==> src/rtl/core/ftl_pkg.sv <==
`default_nettype none
package ftl_pkg;

	localparam int MAX_ENTRIES = 256;
	localparam int IDX_W       = $clog2(MAX_ENTRIES);
	localparam int CNT_W       = 9;
	localparam int NUM_W       = 29;
	localparam int PRES_W      = 16;
	localparam int ENTRY_W     = NUM_W + PRES_W;
	localparam int REQ_W       = 2;
	localparam int CFG_IDX_W   = 1;

	localparam logic [REQ_W-1:0] REQ_LOAD = 2'd0;
	localparam logic [REQ_W-1:0] REQ_FIND = 2'd1;
	localparam logic [REQ_W-1:0] REQ_GET  = 2'd2;
	localparam logic [REQ_W-1:0] REQ_NEXT = 2'd3;

	localparam logic [CFG_IDX_W-1:0] CFG_DENSE_LIMIT = 1'd0;
	localparam logic [CFG_IDX_W-1:0] CFG_ENTRY_COUNT = 1'd1;

	localparam logic [1:0] RD_SRC_INPUT = 2'd0;
	localparam logic [1:0] RD_SRC_CUR   = 2'd1;
	localparam logic [1:0] RD_SRC_MID   = 2'd2;

	typedef struct packed {
		logic       accept;
		logic       wr_en;
		logic       rd_en;
		logic [1:0] rd_src;
		logic       code_load;
		logic       scan_from_zero;
		logic       mid_load;
		logic       srch_step;
		logic       cur_inc;
		logic       cap_hit;
		logic       cap_miss;
		logic       out_load;
	} ftl_cmd_t;

	typedef struct packed {
		logic dense_hit;
		logic given_oor;
		logic given_member;
		logic scan_more;
		logic scan_match;
		logic srch_more;
		logic srch_eq;
		logic out_free;
	} ftl_stat_t;

endpackage
`default_nettype wire

==> src/rtl/core/ftl_ctrl.sv <==
`default_nettype none
module ftl_ctrl (
	input  wire logic                      clk,
	input  wire logic                      arst_n,
	input  wire logic                      in_valid,
	input  wire logic [ftl_pkg::REQ_W-1:0] req_type,
	input  wire ftl_pkg::ftl_stat_t        stat,
	output ftl_pkg::ftl_cmd_t              cmd,
	output logic                           in_stall
);

	localparam logic [3:0] S_IDLE       = 4'd0;
	localparam logic [3:0] S_HIT        = 4'd1;
	localparam logic [3:0] S_GIVEN_GET  = 4'd2;
	localparam logic [3:0] S_GIVEN_NEXT = 4'd3;
	localparam logic [3:0] S_SCAN       = 4'd4;
	localparam logic [3:0] S_SCAN_EV    = 4'd5;
	localparam logic [3:0] S_SRCH       = 4'd6;
	localparam logic [3:0] S_SRCH_EV    = 4'd7;
	localparam logic [3:0] S_DONE       = 4'd8;

	logic [3:0] state_q;
	logic [3:0] state_nxt;

	always_comb begin
		cmd       = '0;
		cmd.rd_src = ftl_pkg::RD_SRC_CUR;
		state_nxt = state_q;
		unique case (state_q)
			S_IDLE: begin
				cmd.rd_src = ftl_pkg::RD_SRC_INPUT;
				if (in_valid) begin
					cmd.rd_en = 1'b1;
					unique case (req_type)
						ftl_pkg::REQ_LOAD: cmd.wr_en = 1'b1;
						ftl_pkg::REQ_FIND: begin
							cmd.accept = 1'b1;
							state_nxt  = stat.dense_hit ? S_HIT : S_SRCH;
						end
						ftl_pkg::REQ_GET: begin
							cmd.accept = 1'b1;
							cmd.cap_miss = stat.given_oor;
							state_nxt  = stat.given_oor ? S_DONE : S_GIVEN_GET;
						end
						ftl_pkg::REQ_NEXT: begin
							cmd.accept = 1'b1;
							cmd.cap_miss = stat.given_oor;
							state_nxt  = stat.given_oor ? S_DONE : S_GIVEN_NEXT;
						end
					endcase
				end
			end
			S_HIT: begin
				cmd.cap_hit = 1'b1;
				state_nxt   = S_DONE;
			end
			S_GIVEN_GET: begin
				if (stat.given_member) begin
					cmd.code_load      = 1'b1;
					cmd.scan_from_zero = 1'b1;
					state_nxt          = S_SCAN;
				end else begin
					cmd.cap_miss = 1'b1;
					state_nxt    = S_DONE;
				end
			end
			S_GIVEN_NEXT: begin
				cmd.code_load = 1'b1;
				state_nxt     = S_SCAN;
			end
			S_SCAN: begin
				if (stat.scan_more) begin
					cmd.rd_en = 1'b1;
					state_nxt = S_SCAN_EV;
				end else begin
					cmd.cap_miss = 1'b1;
					state_nxt    = S_DONE;
				end
			end
			S_SCAN_EV: begin
				if (stat.scan_match) begin
					cmd.cap_hit = 1'b1;
					state_nxt   = S_DONE;
				end else begin
					cmd.cur_inc = 1'b1;
					state_nxt   = S_SCAN;
				end
			end
			S_SRCH: begin
				cmd.rd_src = ftl_pkg::RD_SRC_MID;
				if (stat.srch_more) begin
					cmd.rd_en    = 1'b1;
					cmd.mid_load = 1'b1;
					state_nxt    = S_SRCH_EV;
				end else begin
					cmd.cap_miss = 1'b1;
					state_nxt    = S_DONE;
				end
			end
			S_SRCH_EV: begin
				if (stat.srch_eq) begin
					cmd.cap_hit = 1'b1;
					state_nxt   = S_DONE;
				end else begin
					cmd.srch_step = 1'b1;
					state_nxt     = S_SRCH;
				end
			end
			S_DONE: begin
				if (stat.out_free) begin
					cmd.out_load = 1'b1;
					state_nxt    = S_IDLE;
				end
			end
			default: state_nxt = S_IDLE;
		endcase
	end

	always_ff @(posedge clk or negedge arst_n) begin
		if (!arst_n) begin
			state_q <= S_IDLE;
		end else begin
			state_q <= state_nxt;
		end
	end

	assign in_stall = (state_q != S_IDLE);

endmodule
`default_nettype wire

==> config.mk <==
export PLATFORM = sky130hd
export DESIGN_NAME = ftl_ctrl
export DESIGN_NICKNAME = d
export VERILOG_FILES = /design/src/rtl/core/ftl_pkg.sv /design/src/rtl/core/ftl_ctrl.sv
export SDC_FILE = /design/constraint.sdc
export NUM_CORES = 1
export LEC_CHECK = 0
export BUFFER_PORTS_ARGS = -buffer_cell sky130_fd_sc_hd__buf_2
export CAP_MARGIN = 10
export CORE_AREA = 3 3 40 42
export CTS_BUF_LIST = sky130_fd_sc_hd__clkbuf_16
export CTS_CLUSTER_DIAMETER = 60
export DETAILED_ROUTE_END_ITERATION = 7
export DIE_AREA = 0 0 43 45
export PLACE_DENSITY = 0.71
export REMOVE_ABC_BUFFERS = 1
export SYNTH_ARGS = -nofsm -noshare
export SYNTH_HDL_FRONTEND = slang
export SYNTH_SLANG_ARGS = --single-unit
==> constraint.sdc <==
create_clock -name clk -period 4.5 [get_ports clk]
set_input_delay 0.45 -clock clk [delete_from_list [all_inputs] [get_ports clk]]
set_output_delay 0.45 -clock clk [all_outputs]
set_load 0.1 [all_outputs]
==> results_dict.tcl <==
set metrics [dict create \
    synth_edf_count 0 \
    critPathCaptureType "primary output" \
    rows 13 \
    max_stage_delay_ps 720 \
    numClockSinks 4 \
    post-route-period-util_pct 57.25 \
    port_buffers 26 \
    critPathMaxFanout 10 \
    hold_path_class "in -> async" \
    diodes 0 \
    status "finished clean" \
    reg_top3 "state_q: 4 flops" \
    nets 96 \
    multi_input_area_um2 297.8 \
    synth_top_area_share_pct 22.54 \
    wl_per_cell_um 12.36 \
    netlist_instances 55 \
    grt_first_pass_wirelength_um 1959 \
    synth_area_leaders "dfrtp_1 (23%), nor2_1 (5.9%), nor4_4 (4.8%), o21ai_0 (4.5%), o32a_1 (4.5%)" \
    grt_util_all_layers_pct 12.96 \
    die_h_um 45 \
    grt_overflow 0 \
    cts.hold.buffers_added 0 \
    synth_area_um2 444.2 \
    timing.fmax_mhz 388.2 \
    finalSetupViolCount 0 \
    start_kind "flip-flop" \
    cts_tree "built" \
    area_delta_synth_final_pct 45.07 \
    instances_no_fill 96 \
    routed_via_density 5.094 \
    syn_avg_cell_area_um2 8.076 \
    finalHoldViolations 0 \
    ant_nets 0 \
    largest_reg_flops 4 \
    cpMaxStageDelayCell "or4b_2" \
    num_io_pins 27 \
    place_inst 93 \
    crit_start "state_q[3]" \
    antenna_found_initial 0 \
    final_util_pct 50.15 \
    start_util_pct 34.57 \
    die_area_um2 1935 \
    cts_buffers 3 \
    synthFlopType "dfrtp_1" \
    clkTransAtPathRegs_ps 30 \
    first_iter_violations 8 \
    dr.pass1.iters 4 \
    grt_pass1_vias 452 \
    routed_wl_um 1187 \
    cts_buffer_depth 2 \
    path_cells "or4b_2, o32a_1, o21ai_0, buf_2" \
    tightest_slew_ps 489.3 \
    maxCapViolations 0 \
    clkLatencyLatePin_ps 220 \
    grt_max_degree 11 \
    cts_setup_buffers 0 \
    drc 0 \
    coreArea_um2 1285 \
    final-seq-area_um2 100.1 \
    drive_gt1_share_pct 46.91 \
    fin_crit_ps 2576 \
    place_ws_ps 2160 \
    yosysSeqAreaShare_pct 22.54 \
    critPathKind "reg -> out" \
    r2r-start "state_q[3]" \
    tns_ps 0 \
    worst_ep_arrival_time_ps 2130 \
    ys_ff_latch 4 \
    fin_ws_ps 1924 \
    dp_hpwl_um 970.5 \
    vias 489 \
    clockRootBuffer "clkbuf_16" \
    yosysTopAreaCell "dfrtp_1" \
    fin_worst_skew_ps 0.8527 \
    die-width_um 43 \
    rsz0062_at_grt "no" \
    worst_slew_margin_rel_pct 67.60 \
    cts_max_level 1 \
    critical_path_required_ps 4050 \
    synth_warnings 0 \
    post_cts_resized 0 \
    async_flop_share_pct 100.0 \
    nFillCells 127 \
    place_congestion 0.8155 \
    regMostFlops "state_q" \
    drv_slew 0 \
    synth_cell_types 31 \
]
[through the flow]
step,cell area [um^2],hold slack [ps]
final,644.4,29.20
after floorplan,420.4,154.4
after CTS,644.4,30.16
after global placement,569.3,255.4
after detailed placement,569.3,258.4
after global routing,644.4,33.51
[area by class of cell]
cell class / count / share of cell area (%)
Timing Repair Buffer: 26 / 20.19
Multi-Input combinational cell: 42 / 46.21
Sequential cell: 4 / 15.53
Tap cell: 15 / 2.913
Clock buffer: 3 / 11.65
Inverter: 6 / 3.495
[logic make-up (layout without fill, tap and decap cells)]
logic type             after synthesis  in the layout  synth area share, %
multiplexers                         1              1                2.535
buffers and inverters                9             35                10.42
AND/OR/NAND/NOR                     27             27                39.44
AO/OA/AOI/OAI                       14             14                25.07
flip-flops                           4              4                22.54
[cell usage after synthesis (2+ instances only)]
cell,instances
inv_1,5
or4b_2,2
nor3_1,2
o21ai_0,4
dfrtp_1,4
nand2b_1,2
a21oi_1,2
or3_1,2
nand2_1,3
o32a_1,2
nor2_1,7
[critical path: cells and delay by family, from the launching register on]
| kind | cells | cell delay, ps |
|---|---|---|
| AOI/OAI and AO/OA | 2 | 280 |
| buffers and inverters | 1 | 440 |
| and+or+nand+nor | 1 | 720 |
| DFF | 1 | 470 |
[cell usage in the layout, fill, tap and decap left out, types with 2 or more instances in the layout]
cell type and instances:
nand2b_1 2, clkbuf_16 3, nor3_1 2, or3_1 2, dfrtp_1 4, o32a_1 2, o21ai_0 4, inv_1 5
buf_2 26, nor2_1 7, or4b_2 2, nand2_1 3, a21oi_1 2
[final timing paths]
kind	end	slack (ps)	cells after the start
setup / recovery	cmd[1]	1920	4
max in group asynchronous	state_q[0]	4350	1
min in group clk	state_q[3]	530	2
setup reg to reg	state_q[2]	2840	4
hold reg to reg	state_q[2]	770	2
hold / removal	state_q[1]	30	1
[routing by layer]
layer  GRT usage (%)  vias up  wire (um)
met5               0        -          0
met4           1.807        0          0
met3           2.390        0         59
met2           22.16       13        564
met1           17.56      223        563
li1                -      253          -
Power is not shown: default switching activity piles up to over one toggle a cycle in this logic, so the estimate is an artifact.
